File: src/sv/tdf_pkg.sv
// shared widths, start constants and divider status type of the factoriser
// no dependencies
`timescale 1ns / 1ps
`default_nettype none

package tdf_pkg;

    localparam int NUMBER_BITS = 16;
    localparam int FACTOR_BITS = 16;
    localparam int EXP_BITS    = 5;

    // first trial divisor and its square
    localparam int FIRST_DIVISOR = 2;
    localparam int FIRST_SQUARE  = 4;

    typedef struct packed {
        logic done;
        logic rem_zero;
    } tdf_div_status_t;

endpackage

`default_nettype wire

File: src/sv/tdf_if.sv
// word channels of the factoriser: number in, factor/exponent out
// depends on tdf_pkg
`timescale 1ns / 1ps
`default_nettype none

interface tdf_in_if import tdf_pkg::*; ();
    logic                   valid;
    logic                   ready;
    logic [NUMBER_BITS-1:0] number;

    modport source (output valid, output number, input ready);
    modport sink   (input valid, input number, output ready);
endinterface

interface tdf_out_if import tdf_pkg::*; ();
    logic                   valid;
    logic                   ready;
    logic [FACTOR_BITS-1:0] factor;
    logic [EXP_BITS-1:0]    exponent;
    logic                   last_factor;
    logic                   invalid;

    modport source (output valid, output factor, output exponent, output last_factor,
                    output invalid, input ready);
    modport sink   (input valid, input factor, input exponent, input last_factor,
                    input invalid, output ready);
endinterface

`default_nettype wire

File: src/sv/trial_division_factoriser_unit.sv
// trial division factoriser: one number in, one word per distinct prime factor out
// each divisor is tried by the square check, then the bit-serial divide, and when it does not
// divide, by a step that flushes the exponent and moves on to the next divisor
// throughput: one number at a time, the next is taken once its last word is registered
// reset: rst_n asynchronous active low, clears the sequencer, divider count and output valid
// depends on tdf_pkg, tdf_if, tdf_serial_div
`timescale 1ns / 1ps
`default_nettype none

module trial_division_factoriser_unit import tdf_pkg::*; #(
    parameter int NUMBER_WIDTH = 16
) (
    input  wire logic  clk,
    input  wire logic  rst_n,
    tdf_in_if.sink     req,
    tdf_out_if.source  rsp
);

    localparam int W  = NUMBER_WIDTH;
    localparam int SW = NUMBER_WIDTH + 2;          // square overshoots the remainder
    localparam int CW = $clog2(NUMBER_WIDTH + 1);  // exponent can reach the width

    // sequencer states
    localparam logic [2:0] S_IDLE  = 3'd0;
    localparam logic [2:0] S_CHECK = 3'd1;  // square vs remainder, kicks the divider
    localparam logic [2:0] S_DIV   = 3'd2;  // waiting on the serial divider
    localparam logic [2:0] S_ADV   = 3'd3;  // flush exponent, step divisor
    localparam logic [2:0] S_FINAL = 3'd4;  // leftover handling
    localparam logic [2:0] S_TAIL  = 3'd5;  // leftover as its own factor
    localparam logic [2:0] S_ZERO  = 3'd6;  // input zero, flagged word

    logic [2:0]    state_reg, state_next;
    logic [W-1:0]  r_reg, r_next;
    logic [W-1:0]  d_reg, d_next;
    logic [SW-1:0] s_reg, s_next;
    logic [CW-1:0] c_reg, c_next;

    // output word register
    logic                   out_valid_reg, out_valid_next;
    logic [FACTOR_BITS-1:0] factor_reg;
    logic [EXP_BITS-1:0]    exponent_reg;
    logic                   last_reg;
    logic                   invalid_reg;

    logic [W-1:0]    num_in;
    logic            slot_free;
    logic            emit_want;
    logic            emit_go;
    logic [W-1:0]    emit_factor;
    logic [CW-1:0]   emit_exp;
    logic            emit_last;
    logic            emit_inv;

    logic            div_start;
    logic [W-1:0]    div_quot;
    tdf_div_status_t div_stat;

    logic            sq_fits;

    assign num_in    = W'(req.number);
    assign req.ready = (state_reg == S_IDLE);
    assign slot_free = !out_valid_reg || rsp.ready;
    assign emit_go   = emit_want && slot_free;
    assign sq_fits   = s_reg <= SW'(r_reg);
    assign div_start = (state_reg == S_CHECK) && sq_fits;

    tdf_serial_div #(
        .W (W)
    ) u_div (
        .clk      (clk),
        .rst_n    (rst_n),
        .start    (div_start),
        .dividend (r_reg),
        .divisor  (d_reg),
        .quotient (div_quot),
        .status   (div_stat)
    );

    always_comb
    begin
        state_next  = state_reg;
        r_next      = r_reg;
        d_next      = d_reg;
        s_next      = s_reg;
        c_next      = c_reg;
        emit_want   = 1'b0;
        emit_factor = d_reg;
        emit_exp    = c_reg;
        emit_last   = 1'b0;
        emit_inv    = 1'b0;

        case (state_reg)
            S_IDLE:
            begin
                if (req.valid)
                begin
                    r_next = num_in;
                    d_next = W'(FIRST_DIVISOR);
                    s_next = SW'(FIRST_SQUARE);
                    c_next = '0;
                    state_next = (num_in == '0) ? S_ZERO : S_CHECK;
                end
            end
            S_CHECK:
            begin
                state_next = sq_fits ? S_DIV : S_FINAL;
            end
            S_DIV:
            begin
                if (div_stat.done)
                begin
                    if (div_stat.rem_zero)
                    begin
                        // divisor goes in again
                        r_next     = div_quot;
                        c_next     = c_reg + 1'b1;
                        state_next = S_CHECK;
                    end
                    else
                    begin
                        state_next = S_ADV;
                    end
                end
            end
            S_ADV:
            begin
                emit_want = (c_reg != '0);
                if (c_reg == '0 || slot_free)
                begin
                    // (d+1)^2 = d^2 + 2d + 1
                    c_next     = '0;
                    d_next     = d_reg + 1'b1;
                    s_next     = s_reg + SW'({d_reg, 1'b1});
                    state_next = S_CHECK;
                end
            end
            S_FINAL:
            begin
                if (r_reg == d_reg)
                begin
                    // leftover is one more power of the divisor
                    emit_want = 1'b1;
                    emit_exp  = c_reg + 1'b1;
                    emit_last = 1'b1;
                    if (slot_free)
                    begin
                        state_next = S_IDLE;
                    end
                end
                else
                begin
                    emit_want = (c_reg != '0);
                    if (c_reg == '0 || slot_free)
                    begin
                        state_next = S_TAIL;
                    end
                end
            end
            S_TAIL:
            begin
                emit_want   = 1'b1;
                emit_factor = r_reg;
                emit_exp    = CW'(1);
                emit_last   = 1'b1;
                if (slot_free)
                begin
                    state_next = S_IDLE;
                end
            end
            S_ZERO:
            begin
                emit_want   = 1'b1;
                emit_factor = '0;
                emit_exp    = '0;
                emit_last   = 1'b1;
                emit_inv    = 1'b1;
                if (slot_free)
                begin
                    state_next = S_IDLE;
                end
            end
            default:
            begin
                state_next = S_IDLE;
            end
        endcase
    end

    // output register frees as soon as the sink takes the word
    always_comb
    begin
        out_valid_next = out_valid_reg;
        if (emit_go)
        begin
            out_valid_next = 1'b1;
        end
        else if (rsp.ready)
        begin
            out_valid_next = 1'b0;
        end
    end

    always_ff @(posedge clk or negedge rst_n)
    begin
        if (!rst_n)
        begin
            state_reg     <= S_IDLE;
            out_valid_reg <= 1'b0;
        end
        else
        begin
            state_reg     <= state_next;
            out_valid_reg <= out_valid_next;
        end
    end

    always_ff @(posedge clk)
    begin
        r_reg <= r_next;
        d_reg <= d_next;
        s_reg <= s_next;
        c_reg <= c_next;
        if (emit_go)
        begin
            factor_reg   <= FACTOR_BITS'(emit_factor);
            exponent_reg <= EXP_BITS'(emit_exp);
            last_reg     <= emit_last;
            invalid_reg  <= emit_inv;
        end
    end

    assign rsp.valid       = out_valid_reg;
    assign rsp.factor      = factor_reg;
    assign rsp.exponent    = exponent_reg;
    assign rsp.last_factor = last_reg;
    assign rsp.invalid     = invalid_reg;

endmodule

`default_nettype wire

File: src/sv/tdf_serial_div.sv
// bit-serial restoring divider, one quotient bit per cycle
// depends on tdf_pkg
`timescale 1ns / 1ps
`default_nettype none

module tdf_serial_div import tdf_pkg::*; #(
    parameter int W = 16
) (
    input  wire logic         clk,
    input  wire logic         rst_n,
    input  wire logic         start,
    input  wire logic [W-1:0] dividend,
    input  wire logic [W-1:0] divisor,
    output logic      [W-1:0] quotient,
    output tdf_div_status_t   status
);

    localparam int CNT_W = $clog2(W + 1);

    logic [W-1:0]     p_reg, p_next;
    logic [W-1:0]     q_reg, q_next;
    logic [W-1:0]     d_reg, d_next;
    logic [CNT_W-1:0] cnt_reg, cnt_next;
    logic             done_reg, done_next;

    logic [W:0] shifted;
    logic [W:0] diff;
    logic       fits;

    always_comb
    begin
        shifted   = {p_reg, q_reg[W-1]};
        fits      = shifted >= {1'b0, d_reg};
        diff      = shifted - {1'b0, d_reg};
        p_next    = p_reg;
        q_next    = q_reg;
        d_next    = d_reg;
        cnt_next  = cnt_reg;
        done_next = 1'b0;
        if (start)
        begin
            p_next   = '0;
            q_next   = dividend;
            d_next   = divisor;
            cnt_next = CNT_W'(W);
        end
        else if (cnt_reg != '0)
        begin
            p_next    = fits ? diff[W-1:0] : shifted[W-1:0];
            q_next    = {q_reg[W-2:0], fits};
            cnt_next  = cnt_reg - 1'b1;
            done_next = (cnt_reg == CNT_W'(1));
        end
    end

    always_ff @(posedge clk or negedge rst_n)
    begin
        if (!rst_n)
        begin
            cnt_reg  <= '0;
            done_reg <= 1'b0;
        end
        else
        begin
            cnt_reg  <= cnt_next;
            done_reg <= done_next;
        end
    end

    always_ff @(posedge clk)
    begin
        p_reg <= p_next;
        q_reg <= q_next;
        d_reg <= d_next;
    end

    assign quotient        = q_reg;
    assign status.done     = done_reg;
    assign status.rem_zero = (p_reg == '0);

endmodule

`default_nettype wire

File: src/flat_wrapper.sv
// flat-port wrapper written by rule: the top's interface ports become plain ports
module trial_division_factoriser_unit_flat import tdf_pkg::*;
#(
    parameter int NUMBER_WIDTH = 16
)
  (clk, rst_n, req_valid, req_number, req_ready, rsp_valid, rsp_factor, rsp_exponent, rsp_last_factor, rsp_invalid, rsp_ready);
  tdf_in_if req_i ();
  tdf_out_if rsp_i ();
  input  wire logic clk;
  input  wire logic rst_n;
  input wire logic [$bits(req_i.valid)-1:0] req_valid;
  input wire logic [$bits(req_i.number)-1:0] req_number;
  output wire logic [$bits(req_i.ready)-1:0] req_ready;
  output wire logic [$bits(rsp_i.valid)-1:0] rsp_valid;
  output wire logic [$bits(rsp_i.factor)-1:0] rsp_factor;
  output wire logic [$bits(rsp_i.exponent)-1:0] rsp_exponent;
  output wire logic [$bits(rsp_i.last_factor)-1:0] rsp_last_factor;
  output wire logic [$bits(rsp_i.invalid)-1:0] rsp_invalid;
  input wire logic [$bits(rsp_i.ready)-1:0] rsp_ready;
  assign req_i.valid = req_valid;
  assign req_i.number = req_number;
  assign req_ready = req_i.ready;
  assign rsp_valid = rsp_i.valid;
  assign rsp_factor = rsp_i.factor;
  assign rsp_exponent = rsp_i.exponent;
  assign rsp_last_factor = rsp_i.last_factor;
  assign rsp_invalid = rsp_i.invalid;
  assign rsp_i.ready = rsp_ready;
  trial_division_factoriser_unit #(.NUMBER_WIDTH(NUMBER_WIDTH)) u_core (.clk(clk), .rst_n(rst_n), .req(req_i), .rsp(rsp_i));
endmodule
File: config.mk
export PLATFORM = sky130hd
export DESIGN_NAME = trial_division_factoriser_unit_flat
export DESIGN_NICKNAME = d
export VERILOG_FILES = /design/src/sv/tdf_pkg.sv /design/src/sv/tdf_if.sv /design/src/sv/trial_division_factoriser_unit.sv /design/src/sv/tdf_serial_div.sv /design/src/flat_wrapper.sv
export SDC_FILE = /design/constraint.sdc
export NUM_CORES = 1
export LEC_CHECK = 0
export ABC_AREA = 1
export ABC_CLOCK_PERIOD_IN_PS = 4100
export BUFFER_PORTS_ARGS = -buffer_cell sky130_fd_sc_hd__buf_4
export CORE_ASPECT_RATIO = 0.8
export CORE_MARGIN = 2
export CORE_UTILIZATION = 43
export CTS_CLUSTER_SIZE = 10
export DETAILED_ROUTE_END_ITERATION = 10
export GPL_TIMING_DRIVEN = 1
export PLACE_DENSITY_LB_ADDON = 0.2
export SLEW_MARGIN = 20
export SYNTH_ARGS = -nofsm -noshare
export SYNTH_HDL_FRONTEND = slang
export SYNTH_SLANG_ARGS = --single-unit
File: constraint.sdc
create_clock -name clk -period 4.1 [get_ports clk]
set_input_delay 0.615 -clock clk [delete_from_list [all_inputs] [get_ports clk]]
set_output_delay 0.615 -clock clk [all_outputs]
set_load 0.05 [all_outputs]
=== Yosys cells after proc, flatten, opt, wreduce, memory -nomap -nowiden ===
Cells that the tools add are included.

* $add $sub $neg: 5
* Order comparisons: 2
* Eq/ne operators: 13
* Mux-type cells: 42
* Reduce and logical (&&, ||, !) cells: 21

{| class="wikitable"
|+ Operators with widths
! cell !! count
|-
| 16-bit 2-to-1 mux || 8
|-
| 16-bit one-hot mux with 2 select lines || 3
|-
| 18-bit 2-to-1 mux || 2
|-
| 18-bit one-hot mux with 2 select lines || 1
|-
| 5-bit 2-to-1 mux || 7
|-
| 16-bit zero test || 2
|-
| 5-bit one-hot mux with 3 select lines || 2
|-
| 3-bit 2-to-1 mux || 8
|-
| 18-bit by 17-bit adder with 18-bit output || 1
|-
| 18-bit by 16-bit <= comparator with 1-bit output || 1
|-
| 3-bit one-hot mux with 6 select lines || 1
|-
| 17-bit by 16-bit >= comparator with 1-bit output || 1
|-
| 16-bit by 1-bit adder with 16-bit output, second input constant || 1
|-
| 16-bit == test || 1
|-
| 16-bit subtractor || 1
|-
| 5-bit nonzero test || 2
|-
| 3-bit == test, second input constant || 3
|-
| 4-bit AND reduction || 2
|-
| 2-bit nonzero test || 4
|-
| 1-bit 2-to-1 mux || 7
|-
| 3-bit by 2-bit == test with 1-bit output, second input constant || 2
|-
| 5-bit by 1-bit adder with 5-bit output, second input constant || 1
|-
| 5-bit by 1-bit == test with 1-bit output, second input constant || 1
|-
| 5-bit zero test || 1
|-
| other kinds (16) || 20
|}

* Bits in registers: 136
* Input bits: 20
* Output and inout bits: 25
* Logic and storage cells: 98

=== Logic depth before layout (Yosys ltp) ===
* Word-level depth: 6
* Depth in mapped cells: 16

=== Cells and area by module ===
Synthesis repeated with hierarchy kept, for this count alone.

* Cell total of the unflattened synthesis: 1,085
* Area total of the unflattened synthesis: 8,690.8 µm²

{| class="wikitable"
|+ Modules (own cells, without submodules)
! module !! instances !! cells each !! area each (µm²) !! seq. area each (µm²)
|-
| trial_division_factoriser_unit || 1 || 637 || 5,291.3 || 2,442.3
|-
| tdf_serial_div || 1 || 448 || 3,399.5 || 1,431.4
|}

=== Least setup slack after synthesis ===
No wires, ideal clock.

* Kind: flip-flop to flip-flop
* Start point: register u_core.state_reg[0]
* End point: register u_core.d_reg[0], enable pin
* Library setup time: 0.437 ns
* Arrival: 3.058 ns
* Setup slack: 0.605 ns
* Stages on the path, launching flop included: 5
* Clock period less this slack: 3.495 ns
* Cell sequence: dfrtp_1 buf_2 nor3_2 inv_2 a21oi_1

* Word-level cells in the longest chain between the ends: 3

{| class="wikitable"
|+ Ends and longest elaborated chain
! element !! RTL line !! source
|-
| start, declared || trial_division_factoriser_unit.sv:32 || <nowiki>logic [2:0] state_reg, state_next;</nowiki>
|-
| start signal, assigned || trial_division_factoriser_unit.sv:212 || <nowiki>state_reg <= state_next;</nowiki>
|-
| 3-bit zero test (*) || - ||
|-
| net req_ready || flat_wrapper.sv:13 || <nowiki>output wire logic [$bits(req_i.ready)-1:0] req_ready;</nowiki>
|-
| 2-bit != test (no line) / 2-bit nonzero test (equally long branches) || - ||
|-
| 3-bit AND reduction (no line) (*) || - ||
|-
| end signal, assigned || trial_division_factoriser_unit.sv:220 || <nowiki>d_reg <= d_next;</nowiki>
|-
| end, declared || trial_division_factoriser_unit.sv:34 || <nowiki>logic [W-1:0] d_reg, d_next;</nowiki>
|}

The timed path passes the listed nets; every way through them passes the cells marked *.
A chain may end at the register's enable or synchronous reset.

=== Worst setup path after layout ===
* Start point: register u_core.state_reg[1]
* End point: register u_core.factor_reg[14], in the netlist u_core.rsp.factor[14], enable pin

* Word-level cells in the longest chain between the ends: 4

{| class="wikitable"
|+ Ends and longest elaborated chain
! element !! RTL line !! source
|-
| 3-bit == test || trial_division_factoriser_unit.sv:92 || <nowiki>case (state_reg)</nowiki>
|-
| 2-bit OR reduction (no line) || - ||
|-
| 1-bit one-hot mux with 3 select lines (*) || trial_division_factoriser_unit.sv:92 ||
|-
| 1-bit logical AND (*) || trial_division_factoriser_unit.sv:63 || <nowiki>assign emit_go = emit_want && slot_free;</nowiki>
|-
| net u_core.emit_go || trial_division_factoriser_unit.sv:48 || <nowiki>logic emit_go;</nowiki>
|-
| end signal, assigned || trial_division_factoriser_unit.sv:225 || <nowiki>factor_reg <= FACTOR_BITS'(emit_factor);</nowiki>
|-
| end, declared || trial_division_factoriser_unit.sv:40 || <nowiki>logic [FACTOR_BITS-1:0] factor_reg;</nowiki>
|}

Marks and branches as above.

==> results.sh <==
export IMPL_outcome="completed"
export IMPL_relSlewSlack_pct=38.1
export IMPL_clock_path_buffers=2
export IMPL_cts_sinks=136
export IMPL_worst_skew_pair_late_latency_ps=430
export IMPL_setup_worst_path_start_class="register"
export IMPL_final_max_slew_violation_count=0
export IMPL_min_period_ps=3060
export IMPL_synth_top_cells_by_area="edfxtp_1, nand2_1, ha_1, inv_1, nand3_1"
export IMPL_worst_setup_hold_path_clk_slew_ps=60
export IMPL_fmaxAchievable_ghz=0.327
export IMPL_pin_count_of_the_biggest_net_entering_global_routing=37
export IMPL_synth_sequential_area_ratio_pct=44.8
export IMPL_fp_dieArea_um2=21300
export IMPL_post_route_drc_count=0
export IMPL_design_final_nets=1184
export IMPL_grt_antenna_before_repair=0
export IMPL_synthDistinctLibCells=49
export IMPL_max_ffs_per_register=18
export IMPL_mappedNetlistNets=1138
export IMPL_postSynth_topFlopCell="edfxtp_1"
export IMPL_globalRouteTotalUtil_pct=21.9
export IMPL_synthesis_area_per_instance_um2=8.14
export IMPL_postCtsSetupBuffers=0
export IMPL_wp_data_required_ps=4190
export IMPL_min_period_over_period_pct=74.7
export IMPL_cts_tree="built"
export IMPL_ys_seq_elements=136
export IMPL_mostFrequentLayoutCell="nand2_1"
export IMPL_first_pass_grt_wire_length_um=35400
export IMPL_syn_inst=1062
export IMPL_routabilityCongestion=0.952
export IMPL_drt_initial_drc_count=684
export IMPL_final_hold_violations=0
export IMPL_wire_length_per_cell_after_detailed_routing_um=16.3
export IMPL_floorplan_initialDensity_pct=43.8
export IMPL_cp_arrival_ps=3150
export IMPL_clockRootBuffer="clkbuf_16"
export IMPL_first_global_vias=6408
export IMPL_detailroute_via_count=7264
export IMPL_tritoncts_num_buffers=17
export IMPL_rsz_0062_raised_after_global_routing="no"
export IMPL_drv_cap=0
export IMPL_dieWidth_um=162
export IMPL_area_overhead_vs_synth_pct=13.4
export IMPL_dp_hpwl_um=16700
export IMPL_timing_final_setup_violations=0
export IMPL_synthArstFlopShare_pct=7.35
export IMPL_core_area_um2=19700
export IMPL_fp_dieH_um=131
export IMPL_skew_ps=13.0
export IMPL_count_of_flip_flops_with_a_built_in_enable_after_synthesis=110
export IMPL_ios=45
export IMPL_post_route_cells_drive_above_1_share_pct=10.2
export IMPL_path_max_fanout=23
export IMPL_routed_via_density=5.24
export IMPL_tns_ps=0
export IMPL_most_common_layout_cells="nand2_1, inv_1, edfxtp_1"
export IMPL_yosys_area_top_type_share_pct=38.2
export IMPL_crit_path_end_kind="register"
export IMPL_numPortBuffers=44
export IMPL_routed_wl_um=22500
export IMPL_postRouteAntennaNets=0
export IMPL_num_antenna_cells=0
export IMPL_cts_htree_levels=4
export IMPL_drt_first_pass_iters=5
export IMPL_yosysWarningCount=0
export IMPL_worstSetupPathType="reg -> reg"
export IMPL_synth_top_cell_by_area="edfxtp_1"
export IMPL_grt_overflow_total=0
export IMPL_netlist_area_um2=8640
export IMPL_core_rowCount=46
export IMPL_worst_hold_path_type="reg -> reg"
export IMPL_timing_worst_slew_pin_value_ps=917
cell families after synthesis:
| logic type | count (synthesis) | share of synthesized area (%) |
|---|---|---|
| AOI/OAI and AO/OA | 160 | 10.3 |
| muxes | 1 | 0.130 |
| DFF | 136 | 44.8 |
| xor gates and xnor gates | 29 | 2.94 |
| adders and majority gates | 56 | 8.28 |
| buffers and inverters | 179 | 8.57 |
| and+or+nand+nor | 501 | 24.9 |
what timing repair did:
| item | 4_1_cts | 5_1_grt |
|---|---|---|
| resized for setup | 0 | 0 |
| hold buffers | 1 | 0 |
| endpoints found under the hold margin | 9 | 0 |
layer usage:
metal  part of all wire [%]  global-route usage [%]
met3                    5.7                    3.38
met5                      0                       0
met4                    1.5                    6.92
met2                     43                    32.6
met1                     50                    32.9
final cells by class:
type / count / area (µm²)
clock buffer: 26 / 542
multi-input combinational: 747 / 4040
timing repair buffer: 54 / 408
tap: 264 / 330
clock inverter: 6 / 35.0
fill: 1923 / 9940
inverter: 152 / 571
sequential: 136 / 3870
metrics by stage:
step	worst slack, ps	util [%]	instances	cell area, µm²	hold WS, ps
2_1_floorplan	605	-	1062	8640	319
3_3_place_gp	1200	46.7	1352	9220	450
3_5_place_dp	1170	46.7	1352	9220	450
4_1_cts	1110	49.7	1385	9800	504
5_1_grt	924	49.7	1385	9800	517
6_report	1040	49.7	1385	9800	511
cells in the mapped netlist, types with 3 or more instances:
| cell | n |
|---|---|
| nand2_1 | 254 |
| inv_1 | 145 |
| edfxtp_1 | 110 |
| nor2_1 | 107 |
| nand3_1 | 85 |
| a21oi_1 | 73 |
| ha_1 | 54 |
| o21ai_1 | 24 |
| xor2_1 | 24 |
| o21ai_0 | 23 |
| nor3_1 | 19 |
| o22ai_1 | 19 |
| dfxtp_1 | 16 |
| nand4_1 | 11 |
| clkbuf_1 | 10 |
| dfrtp_1 | 10 |
| buf_2 | 8 |
| o21a_1 | 8 |
| inv_2 | 7 |
| xnor2_1 | 5 |
| buf_6 | 4 |
| nor3_2 | 4 |
| a21o_1 | 3 |
| buf_4 | 3 |
| nand2_4 | 3 |
| nand3_2 | 3 |
| nor2_2 | 3 |
critical path: stages, from the launching register on:
cell     delay [ps]
dfrtp_1         480
inv_2           110
nand3_2         390
nand2_1         800
inv_1           210
nand2_1         240
o21ai_1         110
inv_1            60
buf_4           300
worst paths after layout:
| kind | start | endpoint | slack [ps] | depth (start not counted) |
|---|---|---|---|---|
| worst max-delay path | u_core.state_reg[1] | u_core.rsp.factor[14] | 1040 | 8 |
| worst min-delay path | u_core.u_div.p_reg[11] | u_core.u_div.p_reg[11] | 510 | 2 |
| worst max register to register | u_core.state_reg[1] | u_core.rsp.factor[14] | 1040 | 8 |
| worst min register to register | u_core.u_div.p_reg[11] | u_core.u_div.p_reg[11] | 510 | 2 |
| max in group asynchronous | rst_n | u_core.rsp.valid | 3410 | 2 |
| min in group asynchronous | rst_n | u_core.u_div.cnt_reg[0] | 540 | 2 |
Power is left out: the tool's default activity adds up to more than one toggle a clock period on the data nets, which glitch-free logic cannot reach.
